`config.mk`:
```
export PLATFORM = sky130hd
export DESIGN_NAME = signed_int_to_base_string
export DESIGN_NICKNAME = d
export VERILOG_FILES = /design/src/hdl/sibs_pkg.sv /design/src/hdl/sibs_dp.sv /design/src/hdl/sibs_ctrl.sv /design/src/hdl/signed_int_to_base_string.sv
export SDC_FILE = /design/constraint.sdc
export NUM_CORES = 1
export LEC_CHECK = 0
export ABC_AREA = 1
export BUFFER_PORTS_ARGS = -buffer_cell sky130_fd_sc_hd__buf_2
export CORE_AREA = 2 2 189 145
export DETAILED_ROUTE_END_ITERATION = 12
export DIE_AREA = 0 0 191 147
export PLACE_DENSITY = 0.84
export SLEW_MARGIN = 20
export SYNTH_ARGS = -nofsm -noshare
export SYNTH_HDL_FRONTEND = slang
export SYNTH_SLANG_ARGS = --single-unit
```
`constraint.sdc`:
```
create_clock -name clk -period 19.65 [get_ports clk]
set_input_delay 0 -clock clk [delete_from_list [all_inputs] [get_ports clk]]
set_output_delay 0 -clock clk [all_outputs]
set_load 0.005 [all_outputs]
```
`src/hdl/sibs_pkg.sv`:
```
// Shared types and constants for the signed integer to radix text converter.
package sibs_pkg;

    // Character and digit widths
    localparam int CHAR_W  = 8;
    localparam int DIGIT_W = 4;
    localparam int RADIX_W = 5;

    // Configuration port
    localparam int CFG_IDX_W  = 2;
    localparam int CFG_DATA_W = 64;

    localparam logic [CFG_IDX_W-1:0] REG_RADIX      = 2'd0;
    localparam logic [CFG_IDX_W-1:0] REG_ALPHA_LOW  = 2'd1;
    localparam logic [CFG_IDX_W-1:0] REG_ALPHA_HIGH = 2'd2;

    localparam logic [RADIX_W-1:0] RADIX_RESET = 5'd10;
    localparam logic [RADIX_W-1:0] RADIX_MIN   = 5'd2;

    // Sign character
    localparam logic [CHAR_W-1:0] MINUS_CHAR = 8'h2D;

    // Restoring divide steps done per clock
    localparam int STEPS_PER_CYCLE = 8;

    // Commands from controller to datapath
    typedef struct packed {
        logic load;        // capture magnitude and sign of a new number
        logic div_step;    // run STEPS_PER_CYCLE restoring steps of the divide
        logic push;        // push finished digit, clear remainder
        logic load_sign;   // output register takes the minus character
        logic load_digit;  // output register takes top digit, stack pops
    } ctl_cmd_t;

    // Status from datapath to controller
    typedef struct packed {
        logic quot_zero;   // quotient of this divide pass is zero
        logic neg;         // number being converted is negative
        logic last_digit;  // one digit left on the stack
    } dp_sts_t;

endpackage

```
`src/hdl/sibs_dp.sv`:
```
// Datapath: configuration registers, iterative divider, digit stack, output register.
module sibs_dp #(
    parameter int MAX_RADIX  = 16,
    parameter int VALUE_BITS = 32,
    parameter int DIV_W      = 32
) (
    input  logic                           clk,
    input  logic                           rst_n,
    input  logic                           cfg_we,
    input  logic [sibs_pkg::CFG_IDX_W-1:0]  cfg_index,
    input  logic [sibs_pkg::CFG_DATA_W-1:0] cfg_data,
    input  logic [VALUE_BITS-1:0]          number,
    input  sibs_pkg::ctl_cmd_t             cmd,
    output sibs_pkg::dp_sts_t              sts,
    output logic [sibs_pkg::CHAR_W-1:0]     out_char,
    output logic                           out_last
);

    localparam int STACK_W = VALUE_BITS * sibs_pkg::DIGIT_W;
    localparam int CNT_W   = $clog2(VALUE_BITS + 1);
    localparam logic [sibs_pkg::RADIX_W-1:0] RADIX_MAX = sibs_pkg::RADIX_W'(MAX_RADIX);

    logic [sibs_pkg::RADIX_W-1:0]    radix_reg;
    logic [sibs_pkg::CFG_DATA_W-1:0] alpha_low_reg;
    logic [sibs_pkg::CFG_DATA_W-1:0] alpha_high_reg;
    logic [sibs_pkg::RADIX_W-1:0]    eff_radix;

    logic [DIV_W-1:0]                mag_reg, mag_next;
    logic [sibs_pkg::RADIX_W-1:0]    rem_reg, rem_next;
    logic                            neg_reg;
    logic [STACK_W-1:0]              stack_reg;
    logic [CNT_W-1:0]                cnt_reg;
    logic [sibs_pkg::CHAR_W-1:0]     char_reg;
    logic                            last_reg;

    logic [VALUE_BITS-1:0]           abs_val;
    logic [sibs_pkg::DIGIT_W-1:0]    top_digit;
    logic [2*sibs_pkg::CFG_DATA_W-1:0] alphabet;

    // Configuration registers
    always_ff @(posedge clk or negedge rst_n)
    begin
        if (!rst_n)
        begin
            radix_reg      <= sibs_pkg::RADIX_RESET;
            alpha_low_reg  <= '0;
            alpha_high_reg <= '0;
        end
        else if (cfg_we)
        begin
            case (cfg_index)
                sibs_pkg::REG_RADIX:      radix_reg      <= cfg_data[sibs_pkg::RADIX_W-1:0];
                sibs_pkg::REG_ALPHA_LOW:  alpha_low_reg  <= cfg_data;
                sibs_pkg::REG_ALPHA_HIGH: alpha_high_reg <= cfg_data;
                default: ;
            endcase
        end
    end

    // Saturate radix into the supported range
    always_comb
    begin
        if (radix_reg < sibs_pkg::RADIX_MIN)
            eff_radix = sibs_pkg::RADIX_MIN;
        else if (radix_reg > RADIX_MAX)
            eff_radix = RADIX_MAX;
        else
            eff_radix = radix_reg;
    end

    // Magnitude as unsigned; most negative value wraps to 2^(N-1) correctly
    assign abs_val = number[VALUE_BITS-1] ? (~number + VALUE_BITS'(1)) : number;

    // Restoring divide, several bit steps per cycle, quotient shifts into mag
    always_comb
    begin
        logic [DIV_W-1:0]             m;
        logic [sibs_pkg::RADIX_W-1:0] r;
        logic [sibs_pkg::RADIX_W-1:0] t;
        m = mag_reg;
        r = rem_reg;
        for (int i = 0; i < sibs_pkg::STEPS_PER_CYCLE; i++)
        begin
            t = {r[sibs_pkg::DIGIT_W-1:0], m[DIV_W-1]};
            m = {m[DIV_W-2:0], 1'b0};
            if (t >= eff_radix)
            begin
                r    = t - eff_radix;
                m[0] = 1'b1;
            end
            else
            begin
                r = t;
            end
        end
        mag_next = m;
        rem_next = r;
    end

    // Divider registers and digit count
    always_ff @(posedge clk or negedge rst_n)
    begin
        if (!rst_n)
        begin
            rem_reg <= '0;
            cnt_reg <= '0;
            neg_reg <= 1'b0;
        end
        else
        begin
            if (cmd.load)
            begin
                rem_reg <= '0;
                cnt_reg <= '0;
                neg_reg <= number[VALUE_BITS-1];
            end
            else if (cmd.div_step)
            begin
                rem_reg <= cmd.push ? '0 : rem_next;
                if (cmd.push)
                    cnt_reg <= cnt_reg + CNT_W'(1);
            end
            else if (cmd.load_digit)
            begin
                cnt_reg <= cnt_reg - CNT_W'(1);
            end
        end
    end

    // Magnitude, digit stack (top in the low bits) and output payload
    assign top_digit = stack_reg[sibs_pkg::DIGIT_W-1:0];
    assign alphabet  = {alpha_high_reg, alpha_low_reg};

    always_ff @(posedge clk)
    begin
        if (cmd.load)
            mag_reg <= DIV_W'(abs_val);
        else if (cmd.div_step)
            mag_reg <= mag_next;

        if (cmd.div_step && cmd.push)
            stack_reg <= {stack_reg[STACK_W-sibs_pkg::DIGIT_W-1:0],
                          rem_next[sibs_pkg::DIGIT_W-1:0]};
        else if (cmd.load_digit)
            stack_reg <= {{sibs_pkg::DIGIT_W{1'b0}},
                          stack_reg[STACK_W-1:sibs_pkg::DIGIT_W]};

        if (cmd.load_sign)
        begin
            char_reg <= sibs_pkg::MINUS_CHAR;
            last_reg <= 1'b0;
        end
        else if (cmd.load_digit)
        begin
            char_reg <= alphabet[{top_digit, 3'b000} +: sibs_pkg::CHAR_W];
            last_reg <= (cnt_reg == CNT_W'(1));
        end
    end

    assign sts.quot_zero  = (mag_next == '0);
    assign sts.neg        = neg_reg;
    assign sts.last_digit = (cnt_reg == CNT_W'(1));

    assign out_char = char_reg;
    assign out_last = last_reg;

    // Remainder always below the radix
    a_rem_bound: assert property (@(posedge clk) disable iff (!rst_n)
        rem_reg < eff_radix)
        else $error("remainder reached radix");

    // Stack never overflows on a push
    a_no_overflow: assert property (@(posedge clk) disable iff (!rst_n)
        (cmd.div_step && cmd.push) |-> (cnt_reg < CNT_W'(VALUE_BITS)))
        else $error("digit stack overflow");

    // Never pop an empty stack
    a_no_underflow: assert property (@(posedge clk) disable iff (!rst_n)
        cmd.load_digit |-> (cnt_reg != '0))
        else $error("digit stack underflow");

endmodule

```
`src/hdl/sibs_ctrl.sv`:
```
// Controller: sequences load, per-digit divide passes, sign and digit emission.
module sibs_ctrl #(
    parameter int DIV_CYCLES = 4
) (
    input  logic               clk,
    input  logic               rst_n,
    input  logic               in_valid,
    output logic               in_ready,
    output logic               out_valid,
    input  logic               out_ready,
    input  sibs_pkg::dp_sts_t  sts,
    output sibs_pkg::ctl_cmd_t cmd
);

    localparam int CNT_W = (DIV_CYCLES > 1) ? $clog2(DIV_CYCLES) : 1;

    localparam logic [1:0] ST_IDLE = 2'd0;
    localparam logic [1:0] ST_DIV  = 2'd1;
    localparam logic [1:0] ST_SIGN = 2'd2;
    localparam logic [1:0] ST_EMIT = 2'd3;

    logic [1:0]       state_reg, state_next;
    logic [CNT_W-1:0] step_reg, step_next;
    logic             out_valid_reg, out_valid_next;
    logic             out_free;
    logic             pass_done;

    assign out_free  = !out_valid_reg || out_ready;
    assign pass_done = (step_reg == CNT_W'(DIV_CYCLES - 1));

    // Next state and commands
    always_comb
    begin
        state_next     = state_reg;
        step_next      = step_reg;
        out_valid_next = out_valid_reg && !out_ready;
        cmd            = '0;
        case (state_reg)
            ST_IDLE:
            begin
                if (in_valid)
                begin
                    cmd.load   = 1'b1;
                    step_next  = '0;
                    state_next = ST_DIV;
                end
            end
            ST_DIV:
            begin
                cmd.div_step = 1'b1;
                if (pass_done)
                begin
                    cmd.push  = 1'b1;
                    step_next = '0;
                    if (sts.quot_zero)
                        state_next = sts.neg ? ST_SIGN : ST_EMIT;
                end
                else
                begin
                    step_next = step_reg + CNT_W'(1);
                end
            end
            ST_SIGN:
            begin
                if (out_free)
                begin
                    cmd.load_sign  = 1'b1;
                    out_valid_next = 1'b1;
                    state_next     = ST_EMIT;
                end
            end
            ST_EMIT:
            begin
                if (out_free)
                begin
                    cmd.load_digit = 1'b1;
                    out_valid_next = 1'b1;
                    if (sts.last_digit)
                        state_next = ST_IDLE;
                end
            end
            default:
            begin
                state_next = ST_IDLE;
            end
        endcase
    end

    // State registers
    always_ff @(posedge clk or negedge rst_n)
    begin
        if (!rst_n)
        begin
            state_reg     <= ST_IDLE;
            step_reg      <= '0;
            out_valid_reg <= 1'b0;
        end
        else
        begin
            state_reg     <= state_next;
            step_reg      <= step_next;
            out_valid_reg <= out_valid_next;
        end
    end

    assign in_ready  = (state_reg == ST_IDLE);
    assign out_valid = out_valid_reg;

    // A divide pass always runs its full length before the digit is pushed
    a_pass_len: assert property (@(posedge clk) disable iff (!rst_n)
        cmd.push |-> pass_done && (state_reg == ST_DIV))
        else $error("digit pushed before divide pass finished");

    // Output register is only reloaded once its beat has been taken
    a_no_clobber: assert property (@(posedge clk) disable iff (!rst_n)
        (cmd.load_sign || cmd.load_digit) |-> (!out_valid_reg || out_ready))
        else $error("output beat overwritten");

    // A load starts a divide pass from its first step
    a_load_idle: assert property (@(posedge clk) disable iff (!rst_n)
        cmd.load |=> (state_reg == ST_DIV) && (step_reg == '0))
        else $error("load did not start a divide pass");

endmodule

```
`src/hdl/signed_int_to_base_string.sv`:
```
// Top level of the signed integer to radix text converter.
//
// Converts one signed VALUE_BITS-bit number per input beat into its text in
// the configured radix, most significant character first, one character per
// output beat with tlast on the final one; negatives start with '-'. Digits
// are produced least significant first by a shared restoring divider that
// does 8 quotient bits per clock, and are held on a digit stack. One number
// is worked on at a time; the last character can still wait in the output
// register while the next number is taken. Configuration must be written
// only while idle, by the user; the block itself does not enforce it.
module signed_int_to_base_string #(
    parameter int MAX_RADIX  = 16,
    parameter int VALUE_BITS = 32
) (
    input  logic                                   clk,
    input  logic                                   rst_n,
    // Input stream
    input  logic                                   s_axis_tvalid,
    output logic                                   s_axis_tready,
    input  logic [((VALUE_BITS+7)/8)*8-1:0]        s_axis_tdata,  // [VALUE_BITS-1:0] number
    // Output stream
    output logic                                   m_axis_tvalid,
    input  logic                                   m_axis_tready,
    output logic [sibs_pkg::CHAR_W-1:0]             m_axis_tdata,  // [7:0] out_char
    output logic                                   m_axis_tlast,  // last_char
    // Configuration writes
    input  logic                                   cfg_valid,
    output logic                                   cfg_ready,
    input  logic [sibs_pkg::CFG_IDX_W-1:0]          cfg_index,
    input  logic [sibs_pkg::CFG_DATA_W-1:0]         cfg_data
);

    localparam int DIV_W      = ((VALUE_BITS + 7) / 8) * 8;
    localparam int DIV_CYCLES = DIV_W / sibs_pkg::STEPS_PER_CYCLE;

    sibs_pkg::ctl_cmd_t cmd;
    sibs_pkg::dp_sts_t  sts;

    // Registers always take a write beat
    assign cfg_ready = 1'b1;

    sibs_ctrl #(
        .DIV_CYCLES (DIV_CYCLES)
    ) u_ctrl (
        .clk       (clk),
        .rst_n     (rst_n),
        .in_valid  (s_axis_tvalid),
        .in_ready  (s_axis_tready),
        .out_valid (m_axis_tvalid),
        .out_ready (m_axis_tready),
        .sts       (sts),
        .cmd       (cmd)
    );

    sibs_dp #(
        .MAX_RADIX  (MAX_RADIX),
        .VALUE_BITS (VALUE_BITS),
        .DIV_W      (DIV_W)
    ) u_dp (
        .clk       (clk),
        .rst_n     (rst_n),
        .cfg_we    (cfg_valid && cfg_ready),
        .cfg_index (cfg_index),
        .cfg_data  (cfg_data),
        .number    (s_axis_tdata[VALUE_BITS-1:0]),
        .cmd       (cmd),
        .sts       (sts),
        .out_char  (m_axis_tdata),
        .out_last  (m_axis_tlast)
    );

endmodule
```
* Word-level counts from Yosys, hierarchy flattened
Index checks and enable logic that the tools add are counted.
Word-level totals: memory bits (writable) 0, latch bits 0, memory bits (read-only) 0, memories 0, bits in registers 318, input port bits 103
Cells by class: order comparisons 10, $mul 0, equality and inequality tests 14, shift operators 1, add/subtract/negate cells 12, bitwise logic cells 1, reductions and logical operators 19, divide/modulo/power cells 0, mux-type cells 50
Operators by type and width (number):
- $mux 128 | 2
- $shiftx 128x8->8 | 1
- $mux 32 | 3
- $mux 4 | 11
- $ge 5x5->1 | 8
- $add 32x1->32 const B | 1
- $logic_not 32->1 | 1
- $not 32->32 | 1
- $sub 4x4->4 | 8
- $mux 6 | 4
- $mux 2 | 9
- $mux 1 | 17
- $mux 5 | 2
- $reduce_and 2->1 | 5
- $eq 2x2->1 const B | 4
- $pmux 2 s4 | 1
- $add 6x1->6 const B | 1
- $eq 6x1->1 const B | 1
- $ne 2x1->1 const B | 3
- $ne 2x2->1 const B | 3
- $reduce_and 6->1 | 1
- $reduce_bool 2->1 | 3
- $sub 6x1->6 const B | 1
- $gt 5x5->1 const B | 1
- 11 further kinds | 15

* Longest topological paths before layout
Gate-level depths: netlist of the first run.
depth in word-level cells 23, depth in mapped cells 77

* By module
Synthesis of the first run repeated with hierarchy kept, for this count alone.
Unflattened totals: cell total of the unflattened synthesis 2061, area total of the unflattened synthesis 16996.3 sq um
By module, submodules not included:
- sibs_dp | cells an instance 2004, area each 16593.4 sq um, instances 1
- sibs_ctrl | cells an instance 55, area each 391.6 sq um, instances 1
- signed_int_to_base_string | cells an instance 2, area each 11.3 sq um, instances 1

* Worst setup path after synthesis of the first run
Ideal clock, no wire load.
path type reg-to-reg, start point register u_dp.radix_reg[1] in the netlist's numbering, end point register u_ctrl.state_reg[0], required time 19.533 ns, stages on the path, launching flop included 75, data arrival time 9.556 ns, slack 9.977 ns, library setup time 0.117 ns, period minus slack after synthesis 9.673 ns, path through dfstp_2 inv_1 a21oi_1 inv_1 ha_1 nand2_1 inv_1 nand3_1 nand2_1 nor2_1 nand2_1 nand2_1 inv_1 ha_1 nand2_1 inv_1 nand3_1 nand2_1 [39 not listed] nand2_1 nor2_2 nand2_1 o21ai_1 inv_1 ha_1 nand2_1 inv_1 nand3_1 nand2_1 nor2_2 nand2_1 nor2_1 nand3_1 nand2_1 nand2_1 nand2_1 nand2_1
On the way: longest elaborated chain between the ends 22, elaborated cells on any way between the ends 37, classes of those cells add/sub: 7; order compare: 10; eq/ne: 1; mux: 17; reduce/logical: 2
RTL lines:
- start, declared | line sibs_dp.sv:23 | logic [sibs_pkg::RADIX_W-1:0] radix_reg;
- start signal, assigned | line sibs_dp.sv:45 | radix_reg <= sibs_pkg::RADIX_RESET;
- start signal, assigned | line sibs_dp.sv:52 | sibs_pkg::REG_RADIX: radix_reg <= cfg_data[sibs_pkg::RADIX_W-1:0];
- $gt 5x5->1 | line sibs_dp.sv:65 | else if (radix_reg > RADIX_MAX)
- $mux 5 | line sibs_dp.sv:65
- $mux 5 * | line sibs_dp.sv:63 | if (radix_reg < sibs_pkg::RADIX_MIN)
- $sub 4x4->4 / $ge 5x5->1 (equally long branches) | line sibs_dp.sv:88, sibs_dp.sv:86
- $mux 4 | line sibs_dp.sv:86 | if (t >= eff_radix)
- $sub 4x4->4 / $ge 5x5->1 (equally long branches) | line sibs_dp.sv:88, sibs_dp.sv:86
- $mux 4 | line sibs_dp.sv:86
- $sub 4x4->4 / $ge 5x5->1 (equally long branches) | line sibs_dp.sv:88, sibs_dp.sv:86
- [6 not listed]
- $mux 4 | line sibs_dp.sv:86
- $sub 4x4->4 / $ge 5x5->1 (equally long branches) | line sibs_dp.sv:88, sibs_dp.sv:86
- $mux 4 | line sibs_dp.sv:86
- $ge 5x5->1 | line sibs_dp.sv:86
- $mux 1 | line sibs_dp.sv:86
- $logic_not 32->1 * | line sibs_dp.sv:160 | assign sts.quot_zero = (mag_next == '0);
- $ne 2x2->1 (no source line) *
- $reduce_and 6->1 (no source line) *
- end signal, assigned | line sibs_ctrl.sv:100 | state_reg <= state_next;
- end, declared | line sibs_ctrl.sv:22 | logic [1:0] state_reg, state_next;
Every way passes the cells marked *; elsewhere a longest branch is shown, timed or not. A chain may end at the register's enable or synchronous reset.

* Worst setup path in the final report of the first run
start point register u_dp.radix_reg[4] in the netlist's numbering, end point register u_ctrl.state_reg[0]
The elaborated chain is that of the path after synthesis.

==> results of run 1 <==
==> layout make-up <==
class	count	area (sq um)
Clock buffer	34	776
Clock inverter	22	248
Fill cell	1853	6810
Inverter	189	711
Multi-Input combinational cell	1455	7020
Sequential cell	318	8720
Tap cell	351	439
Timing Repair Buffer	221	1630
==> cells in the mapped netlist (12+ instances only) <==
cell / number / area, sq um
sky130_fd_sc_hd__xor2_1: 24 / 210
sky130_fd_sc_hd__o21ai_1: 50 / 250
sky130_fd_sc_hd__o21ai_0: 222 / 1110
sky130_fd_sc_hd__edfxtp_1: 160 / 4800
sky130_fd_sc_hd__o22ai_1: 12 / 75.1
sky130_fd_sc_hd__inv_1: 181 / 679
sky130_fd_sc_hd__nor2_2: 15 / 93.8
sky130_fd_sc_hd__dfrtp_1: 147 / 3680
sky130_fd_sc_hd__nor2_1: 162 / 608
sky130_fd_sc_hd__buf_2: 19 / 95.1
sky130_fd_sc_hd__ha_1: 49 / 613
sky130_fd_sc_hd__o211ai_1: 32 / 240
sky130_fd_sc_hd__nand2_1: 732 / 2750
sky130_fd_sc_hd__nand3_1: 78 / 390
sky130_fd_sc_hd__nand4_1: 16 / 100
sky130_fd_sc_hd__clkbuf_1: 60 / 225
==> worst max-delay path by stage <==
stage                       from                   to  slack (ns)
3_3_place_gp   u_dp.radix_reg[4]  u_ctrl.state_reg[0]        9.57
2_1_floorplan  u_dp.radix_reg[1]  u_ctrl.state_reg[0]        9.98
5_1_grt        u_dp.radix_reg[1]  u_ctrl.state_reg[0]        7.75
6_report       u_dp.radix_reg[4]  u_ctrl.state_reg[0]        8.98
3_5_place_dp   u_dp.radix_reg[4]  u_ctrl.state_reg[0]        9.06
4_1_cts        u_dp.radix_reg[4]  u_ctrl.state_reg[0]        9.05
==> through the flow <==
| step | util (%) | worst slack [ns] | instances |
|---|---|---|---|
| 5_1_grt | 74.2 | 7.75 | 2590 |
| 4_1_cts | 74.1 | 9.05 | 2590 |
| 3_3_place_gp | 66.6 | 9.57 | 2439 |
| 6_report | 74.2 | 8.98 | 2590 |
| 2_1_floorplan | - | 9.98 | 2055 |
| 3_5_place_dp | 66.6 | 9.06 | 2439 |
==> kinds of logic (layout without fill, tap and decap cells) <==
group / Yosys count / after routing / share of synthesized area, %
AOI/OAI and AO/OA: 337 / 337 / 10.7
other: 1 / 1 / 0.0223
adders and majority gates: 57 / 57 / 4.60
and+or+nand+nor: 1028 / 1028 / 24.5
buffers and inverters: 282 / 466 / 6.70
DFF: 318 / 318 / 51.8
xor gates and xnor gates: 32 / 32 / 1.67
==> layer usage <==
metal | track usage (%) | vias up | share of wire [%]
li1 | - | 6976 | -
met1 | 44.9 | 6982 | 43
met2 | 47.0 | 667 | 45
met3 | 5.47 | 99 | 8.8
met4 | 8.72 | 0 | 2.5
met5 | 0 | - | 0
==> summary.md, run 1 <==
The run gives 0 as the count of yosys warnings during synthesis. The first global-routing pass estimated 69100 um of wire. Once the clock tree was built, the setup fixing pass inserted 0 buffers.

Number of nets with antenna violations after routing: 0. In this run the tool buffered the top-level ports with 113 buffer cells. The number of antenna diodes in the final layout is 0.

The worst-case headroom to the max-slew limit is 31.7%. The post-route fraction of the period consumed by the critical path is 54.3%. Counting every instance in the synthesized netlist gives 2055. In the global route stage, overall resource usage came out at 30.6%. For this block, the initial DRC count from the detailed router was 1662. The total clock buffers created by CTS is 30, and the post-synthesis async set-or-reset flop share is 46.9%. The tools report the maximum number of pins on one net before global-route repair as 129. The worst register-to-register path has a setup slack of 8.98 ns. Category of the worst setup path launch point: a register. The worst register-to-register path ends at u_ctrl.state_reg[0]. Dividing the detail-routed wire length by the instance count gives 16.4 um.

The checks that failed: negative hold slack. The worst setup path is of the reg -> reg kind. On the critical path, the stage with the largest delay is an instance of sky130_fd_sc_hd__ha_1. The run gives 17600 sq um as the placed cell area. The library cell used most frequently in the layout, excluding fill and tap cells, is sky130_fd_sc_hd__nand2_1. The number of antenna violations at the first check in global routing was 0; the net count after synthesis was 2215. Static timing analysis puts the maximum clock frequency at 0.0938 GHz. The most used flip-flop cell after synthesis is sky130_fd_sc_hd__edfxtp_1. The run gives 63.8% as the initial core utilization. The worst path in the final design needs a cycle of 10.67 ns, including I/O delays and setup.

The launching point of the worst reg2reg path is u_dp.radix_reg[4]. The via count normalized by instance count was 5.68. The run finished, with violations left. The logs give 14100 for the via count of the first global-routing pass and 1 for the H-tree depth. TritonCTS built the clock tree.

Of all nets on the critical path, the largest fanout is 11. Across the run, the number of max-cap violations was 0. The number of ports placed on the die boundary was 115; the required time of the worst setup path was 20.11 ns. The tools report the kind of capture point of the worst setup path as a register. The synthesis-stage register bit count is 318, and the count of final setup violators is 0. The cell sitting at the root of the clock tree is a sky130_fd_sc_hd__clkbuf_16. Once the clock tree was built, the resizer swapped 0 gates to a different size. The longest individual stage delay on the worst path was 0.44 ns; the height of the chip was 147 um. In the routed design, unresolved DRC markers number 0.

Across the routed clock network, the largest skew measured is 0.0144 ns. The remaining global-route overflow was 0; the post-synthesis instance area was 16800 sq um. The cell count of the worst reg-to-reg path is 71. The register with the most flip-flops in the layout has 128 of them. The cell that appears most often on the critical path is sky130_fd_sc_hd__nand2_1.

The count of final hold-check violations came out at 1. The kind of cell with the highest combined delay on the critical path is simple AND/OR/NAND/NOR gates. The critical path buffer and inverter count came out at 8.

The die boundary width is 191 um, and the critical path data arrival time is 11.13 ns. The run gives 2375 as the number of nets in the layout. Summed over all nets, the half-perimeter wirelength after detailed placement is 26600 um. The clock insertion delay at the later pin of the skew report was 0.57 ns. In this run the worst hold path is classified as in -> async.

Setup repair after global routing left no endpoint under its margin. The number of logic stages on the critical path including buffering was 71; the final design area excluding fillers was 19500 sq um. For the pin with the worst max-slew slack, the measured transition is 1.03 ns.

Clock-pin slew was measured on the worst setup and hold paths at 0.07 ns. The final route contains 14700 vias. The average instance in the mapped netlist occupies 8.19 sq um. For the cell row count, the log shows 52.

The tools report the distinct cell type count of the synthesized netlist as 40. The die covers 28100 sq um. Clock tree buffer depth: 3. The library cells used most frequently in the layout, excluding fill and tap cells, are sky130_fd_sc_hd__nand2_1 (730), sky130_fd_sc_hd__o21ai_0 (222), sky130_fd_sc_hd__inv_1 (181).

The tools report the worst-case hold slack as -0.00140 ns. The post-cts hold buffer count was 95. For the max-slew violation total from the final report, the log shows 0. The routed wire length is 42500 um, and the area growth from synthesis to final layout is 16.2%.

The tools report the number of clock sinks as 318. The logs give 0 ns for the summed negative setup slack over all endpoints and 51.8% for the sequential-to-total area share from yosys stat. At the end of routability-driven placement, the weighted congestion stood at 0.929. The core region is 26400 sq um.

The share of final-layout standard cells stronger than drive strength 1 works out to 9.42%. Counting flops with a built-in enable in the synthesized netlist gives 160. The tools report the first-pass detailed-route iteration total as 6.
Power of run 1 is not shown: default switching activity piles up to over one toggle a cycle in this logic, so the estimate is an artifact.
==> inputs of run 2 (changes only) <==
- CORE_AREA: 2 2 189 145 -> 2 2 195 149
- DIE_AREA: 0 0 191 147 -> 0 0 197 151
- PLACE_DENSITY: 0.84 -> 0.8
- clock period: 19.65 -> 11 ns (I/O delays scaled with it)
==> run 2 against run 1 <==
Net effect: the run now ends clean; critical path type unchanged; final cell count increased by 0.73%; clock skew decreased by 0.0051 ns; critical endpoint unchanged; wire length decreased by 3.3%.
==> summary.md, run 2 (synthesis gave the netlist of run 1 again) <==
STA classifies the critical path startpoint as a register. The share of final-layout standard cells stronger than drive strength 1 is 10.1% (+0.70 points), and the highest fanout seen on the critical path is 9 (-2). The cell count of the worst reg-to-reg path was 72 (+1.4%). The remaining global-route overflow was 0 (unchanged); the count of final setup violators was 0 (unchanged). Final design area excluding fillers: 19600 sq um (+0.38%). The tree is rooted in a sky130_fd_sc_hd__clkbuf_16.

In this run the critical register-to-register path is launched from u_dp.radix_reg[1]. In this run the critical register-to-register path is captured at u_ctrl.state_reg[0]. The run gives 0.922 (-0.77%) as the weighted congestion reported at the end of routability-driven placement. The met3 wirelength from detailed routing was 3230 um (-14%). The logs give 129 (unchanged) for the maximum number of pins on one net before global-route repair and 0.56 ns (about the same) for the clock insertion delay at the later pin of the skew report. The run gives 13500 (-4.2%) as the via count of the first global-routing pass. The number of antenna violations at the first check in global routing is 0 (unchanged), and the final critical-path required period is 10.16 ns (-0.509 ns). The tools report the number of nets with antenna violations after routing as 0 (unchanged).

The max-slew violation total from the final report is 0 (unchanged), and the area growth from synthesis to final layout is 16.6%. The fmax is 0.0985 GHz (+5.0%), and the routed length on met2 is 18600 um (-3.7%). The library cell used most frequently in the layout, excluding fill and tap cells, is sky130_fd_sc_hd__nand2_1. The library cells used most frequently in the layout, excluding fill and tap cells, are sky130_fd_sc_hd__nand2_1 (729), sky130_fd_sc_hd__o21ai_0 (222), sky130_fd_sc_hd__inv_1 (178). The die boundary width is 197 um (+3.1%), and the number of flip-flops under the largest register name is 128 (unchanged). The critical path data arrival time came out at 10.61 ns (-0.52 ns).

The total clock buffers created by CTS is 31 (+3.3%), and the critical path buffer and inverter count is 12 (+4). The number of logic stages on the critical path including buffering was 72 (+1.4%); the longest individual stage delay on the worst path was 0.54 ns (+0.10 ns). The tools report the first-pass detailed-route iteration total as 5 (-1). For the total global-route track usage, the log shows 27.6% (-2.9 points). The post-route fraction of the period consumed by the critical path was 92.3% (+38 points). The top routing layer in use is met4. The number of clock sinks was 318 (unchanged); the initial core utilization was 60.7% (-3.2 points). Placed cell area: 17600 sq um (about the same).

The run gives 53 (+1.9%) as the cell row count. For the wire length of the first global-routing pass, the log shows 66700 um (-3.5%). The half-perimeter wire length after detailed placement is 26200 um (-1.6%). Type of the worst setup path: reg -> reg. Among cell families on the critical path, the largest total delay comes from simple AND/OR/NAND/NOR gates. The count of max-cap constraint violations was 0 (unchanged). For the overall via count from detail_route, the log shows 14600 (-1.2%). The most critical setup path has its startpoint at u_dp.radix_reg[1]. The summed negative setup slack over all endpoints is 0 ns (unchanged). The actual slew at the worst max-slew pin works out to 0.888 ns (-0.137 ns). For the number of inserted diodes, the log shows 0 (unchanged).

For the required time of the worst setup path, the log shows 11.45 ns (-8.66 ns). The number of buffers inserted by port buffering was 113 (unchanged). The area of the die came out at 29700 sq um (+5.9%).

The logs give 40.8% (+9.1 points) for the worst-case headroom to the max-slew limit and 1 (unchanged) for the H-tree depth. The min-delay analysis places its worst path in the category in -> async. The most numerous cell type found on the critical path is sky130_fd_sc_hd__nand2_1.

The height of the chip was 151 um (+2.7%); the count of final hold-check violations was 0 (-1). The number of ports placed on the die boundary is 115 (unchanged). Following the worst setup path forward leads to its endpoint at u_ctrl.state_reg[0]. TritonCTS built the clock tree. The routed wire length was 41100 um (-3.3%); the standard cell core area was 27700 sq um (+5.2%). Kind of capture point of the worst setup path: a register. The run gives 3 (unchanged) as the clock tree buffer depth. The flow ran to the end, and the final reports show no timing, DRC or antenna violations. The via count normalized by instance count was 5.58 (-1.9%); the routed wire length per instance was 15.8 um (-4.0%). The post-CTS clock slew at the launch and capture registers of the worst setup and hold paths is 0.06 ns (about the same). The slack of the worst reg-to-reg path is 0.84 ns (-8.14 ns), and the detailed router's first-iteration violation count is 1356 (-18%).

The worst clock skew is 0.00923 ns (-0.00514 ns). The logs give 0 (unchanged) for the post-route DRC violation count and 2387 (+0.51%) for the number of nets in the layout. For the detailed-routing wirelength on met1, the log shows 18500 um (+0.34%). Among all stages on the critical path, the largest delay is contributed by sky130_fd_sc_hd__dfstp_2. The utilization of the core after routing came out at 70.8% (-3.4 points).
[run 2: cell types whose count changed in the layout (fill, tap and decap cells not counted), moves of 4 or more]
cell,previous run,this run
sky130_fd_sc_hd__buf_4,10,20
sky130_fd_sc_hd__bufinv_16,5,1
sky130_fd_sc_hd__clkinv_1,7,11
sky130_fd_sc_hd__clkinv_2,7,3
[run 2: how the worst min path moves through the flow]
| stage | from | cells after the start | slack [ns] | end |
|---|---|---|---|---|
| floorplan | rst_n | 0 | -0.30 | u_ctrl.out_valid |
| global placement | rst_n | 1 | 0.05 | u_dp.alpha_high_reg[47] |
| detailed placement | rst_n | 1 | 0.04 | u_dp.alpha_high_reg[36] |
| CTS | s_axis_tdata[17] | 4 | 0.005 | u_dp.mag_reg[17] |
| global route | s_axis_tdata[17] | 4 | 0.04 | u_dp.mag_reg[17] |
| finish | rst_n | 2 | 0.02 | u_dp.alpha_high_reg[36] |
[run 2: timing repair]
action                                  4_1_cts  5_1_grt
endpoints found under the setup margin        0       11
gates resized for setup                       0       11
setup buffers                                 0       12
endpoints found under the hold margin       230        0
hold buffers                                 93        0
[run 2: final cells by class]
class | count | area [sq um]
Clock inverter | 18 | 115
Multi-Input combinational cell | 1455 | 7050
Fill cell | 2085 | 8100
Clock buffer | 40 | 853
Tap cell | 357 | 447
Timing Repair Buffer | 232 | 1720
Sequential cell | 318 | 8720
Inverter | 189 | 718
[run 2: routing by layer]
metal  GRT usage [%]  vias up
li1                -     7003
met1            40.4     6943
met2            43.4      526
met3            4.85       79
met4            6.62        0
met5               0        -
[run 2: per-stage QoR]
| stage | setup WS, ns | cells | hold WS [ns] |
|---|---|---|---|
| 6_report | 0.843 | 2609 | 0.0151 |
| 3_5_place_dp | 0.358 | 2446 | 0.0435 |
| 4_1_cts | 0.340 | 2597 | 0.00531 |
| 3_3_place_gp | 0.827 | 2446 | 0.0492 |
| 2_1_floorplan | 1.33 | 2055 | -0.296 |
| 5_1_grt | -0.112 | 2609 | 0.0391 |
Power of run 2 is left out for the same reason.
==> inputs of run 3 (changes only) <==
- CORE_AREA: 2 2 195 149 -> 2 2 152 191
- DIE_AREA: 0 0 197 151 -> 0 0 154 193
- RECOVER_POWER: unset -> 100
==> run 3 against run 2 <==
Net effect: the run now ends with max-capacitance violations, max-slew violations left; die area hardly changed; sequential share of layout area is 0.33 points higher; wire length is 0.53% lower; hold slack better by 0.0050 ns; clock-buffer cell count is 10 higher; critical path depth is 2 higher; utilization is 1.4 points lower.
==> summary.md, run 3 (synthesis gave the netlist of run 1 again) <==
The number of nets in the layout was 2376 (-0.46%); the routed wire length was 40900 um (-0.53%). The fmax was 0.0996 GHz (+1.2%). The number of placed instances, taps included was 2443 (-0.12%). The height of the chip came out at 193 um (+28%). The number of ports placed on the die boundary is 115 (unchanged), and the count of final hold-check violations is 0 (unchanged). Met2 usage in global routing: 46.8% (+3.4 points).

The number of clock sinks was 318 (unchanged). The number of antenna violations at the first check in global routing is 0 (unchanged). The met1 track demand over resource in global routing was 36.7% (-3.6 points).

The initial core utilization is 60.0% (-0.73 points), and the final standard cell count with taps included and fillers excluded is 2596 (-0.50%). The checks that failed: max-capacitance violations, max-slew violations. Slowest stage cell on the critical path: sky130_fd_sc_hd__dfstp_2. The flow ran to the end, but the final reports show violations. The total global-route track usage was 28.1% (+0.44 points). The critical path starts at u_dp.radix_reg[1].

The actual slew at the worst max-slew pin works out to 4.89 ns (+4.00 ns). The run gives 11.40 ns (-0.05 ns) as the required time of the worst setup path. The post-route DRC violation count is 0 (unchanged). In this run the most critical hold path is launched from s_axis_tdata[2]. The library cells used most frequently in the layout, excluding fill and tap cells, are sky130_fd_sc_hd__nand2_1 (730), sky130_fd_sc_hd__o21ai_0 (230), sky130_fd_sc_hd__inv_1 (180). The total clock buffers created by CTS is 34 (+9.7%).

For the count of final setup violators, the log shows 0 (unchanged). The most used cell along the critical path is sky130_fd_sc_hd__nand2_1. The max-slew violation total from the final report is 994 (+994). The critical path data arrival time came out at 10.43 ns (-0.18 ns).

The tree is rooted in a sky130_fd_sc_hd__clkbuf_16. Half-perimeter wire length after detailed placement: 25600 um (-2.2%). Setup repair after global routing left no endpoint under its margin. The number of buffers inserted by port buffering was 113 (unchanged); the wire length of the first global-routing pass was 68100 um (+2.2%).

The worst register-to-register path begins at u_dp.radix_reg[1]. The tools report the category of the worst setup path launch point as a register. The maximum number of pins on one net before global-route repair came out at 129 (unchanged).

The worst-case headroom to the max-slew limit is -226% (-270 points). Overall via count from detail_route: 14400 (-0.92%). The worst-case hold slack came out at 0.0200 ns (+0.00497 ns).

The via count normalized by instance count works out to 5.55 (-0.42%). The most common library cell in the layout ignoring fill and taps is sky130_fd_sc_hd__nand2_1. The worst min-delay path class was in -> reg. The area of the die is 29700 sq um (about the same). The tools report the summed negative setup slack over all endpoints as 0 ns (unchanged). The worst setup path is captured at a register. The number of inserted diodes was 0 (unchanged); the area growth from synthesis to final layout was 15.7%. The longest individual stage delay on the worst path came out at 0.54 ns (about the same).

The tools report the clock insertion delay at the later pin of the skew report as 0.53 ns (-0.03 ns). First-pass detailed-route iteration total: 7 (+2). The routing usage on met3 is 4.40% (-0.45 points), and the clock tree buffer depth is 3 (unchanged). The worst clock skew is 0.0300 ns (+0.0208 ns), and the detailed router's first-iteration violation count is 1290 (-4.9%). The routed wire length per instance came out at 15.8 um (about the same). The highest fanout seen on the critical path is 10 (+1), and the cell row count is 69 (+30%). The number of nets with antenna violations after routing was 0 (unchanged). The setup path with the least slack is of type reg -> reg.

Via count of the first global-routing pass: 14400 (+6.1%). The die boundary width was 154 um (-22%). The count of max-cap constraint violations is 14 (+14), and the final critical-path required period is 10.04 ns (-0.120 ns). The remaining global-route overflow was 0 (unchanged); the standard cell core area was 28100 sq um (+1.2%). The post-CTS clock slew at the launch and capture registers of the worst setup and hold paths is 0.06 ns (about the same), and the number of flip-flops under the largest register name is 128 (unchanged). The post-route fraction of the period consumed by the critical path came out at 91.2% (-1.1 points). TritonCTS built the clock tree. The H-tree depth was 2 (+1). The weighted congestion reported at the end of routability-driven placement was 0.893 (-3.1%); the share of final-layout standard cells stronger than drive strength 1 was 8.48% (-1.6 points). The global routing stage identified its most utilized layer as met2.
## run 3: cell types whose count changed in the layout (fill, tap and decap cells not counted), sizes merged
cell	delta
clkinvlp	-2
buf	-31
clkbuf	+32
clkinv	-6
inv	+1
dlygate4sd3	-5
## run 3: path summary, 6_finish.rpt
| check | cells after the start | slack (ns) | to |
|---|---|---|---|
| worst max-delay path | 74 | 0.96 | u_ctrl.state_reg[0] |
| worst min register to register | 2 | 0.48 | u_dp.alpha_high_reg[1] |
| min in group asynchronous | 2 | 1.28 | u_dp.alpha_high_reg[39] |
| worst min-delay path | 5 | 0.02 | u_dp.mag_reg[2] |
| max in group asynchronous | 3 | 4.31 | u_dp.rem_reg[1] |
| worst max register to register | 74 | 0.96 | u_ctrl.state_reg[0] |
## run 3: metrics by stage
stage	util [%]	area [sq um]	setup slack, ns
finish	69.4	19500	0.964
floorplan	-	16800	1.33
global placement	62.6	17600	1.07
detailed placement	62.6	17600	0.553
global route	69.4	19500	0.0104
CTS	69.5	19500	0.457
## run 3: timing repair
item | 4_1_cts | 5_1_grt
endpoints found under the hold margin | 224 | 0
endpoints found under the setup margin | 0 | 11
resized for setup | 0 | 9
buffers inserted | 0 | 4
hold buffers | 88 | 0
## run 3: worst max-delay path: cells and delay by family, from the launching register on
family	cells	cell delay (ns)
buf+inv	12	0.98
simple gates	51	5.41
flops	1	0.54
compound gates	3	0.53
fa+ha+maj	8	2.38
## run 3: cell type report
class | instances | area [sq um]
Sequential cell | 318 | 8720
Fill cell | 2171 | 8590
Multi-Input combinational cell | 1455 | 7010
Timing Repair Buffer | 218 | 1530
Clock buffer | 50 | 941
Inverter | 189 | 718
Tap cell | 355 | 444
Clock inverter | 11 | 110
## run 3: routing by layer
metal / part of all wire (%) / up-vias
li1: - / 6978
met1: 42 / 6789
met2: 48 / 511
met3: 6.3 / 139
met4: 4.4 / 0
met5: 0 / -
Power of run 3 is left out for the same reason.
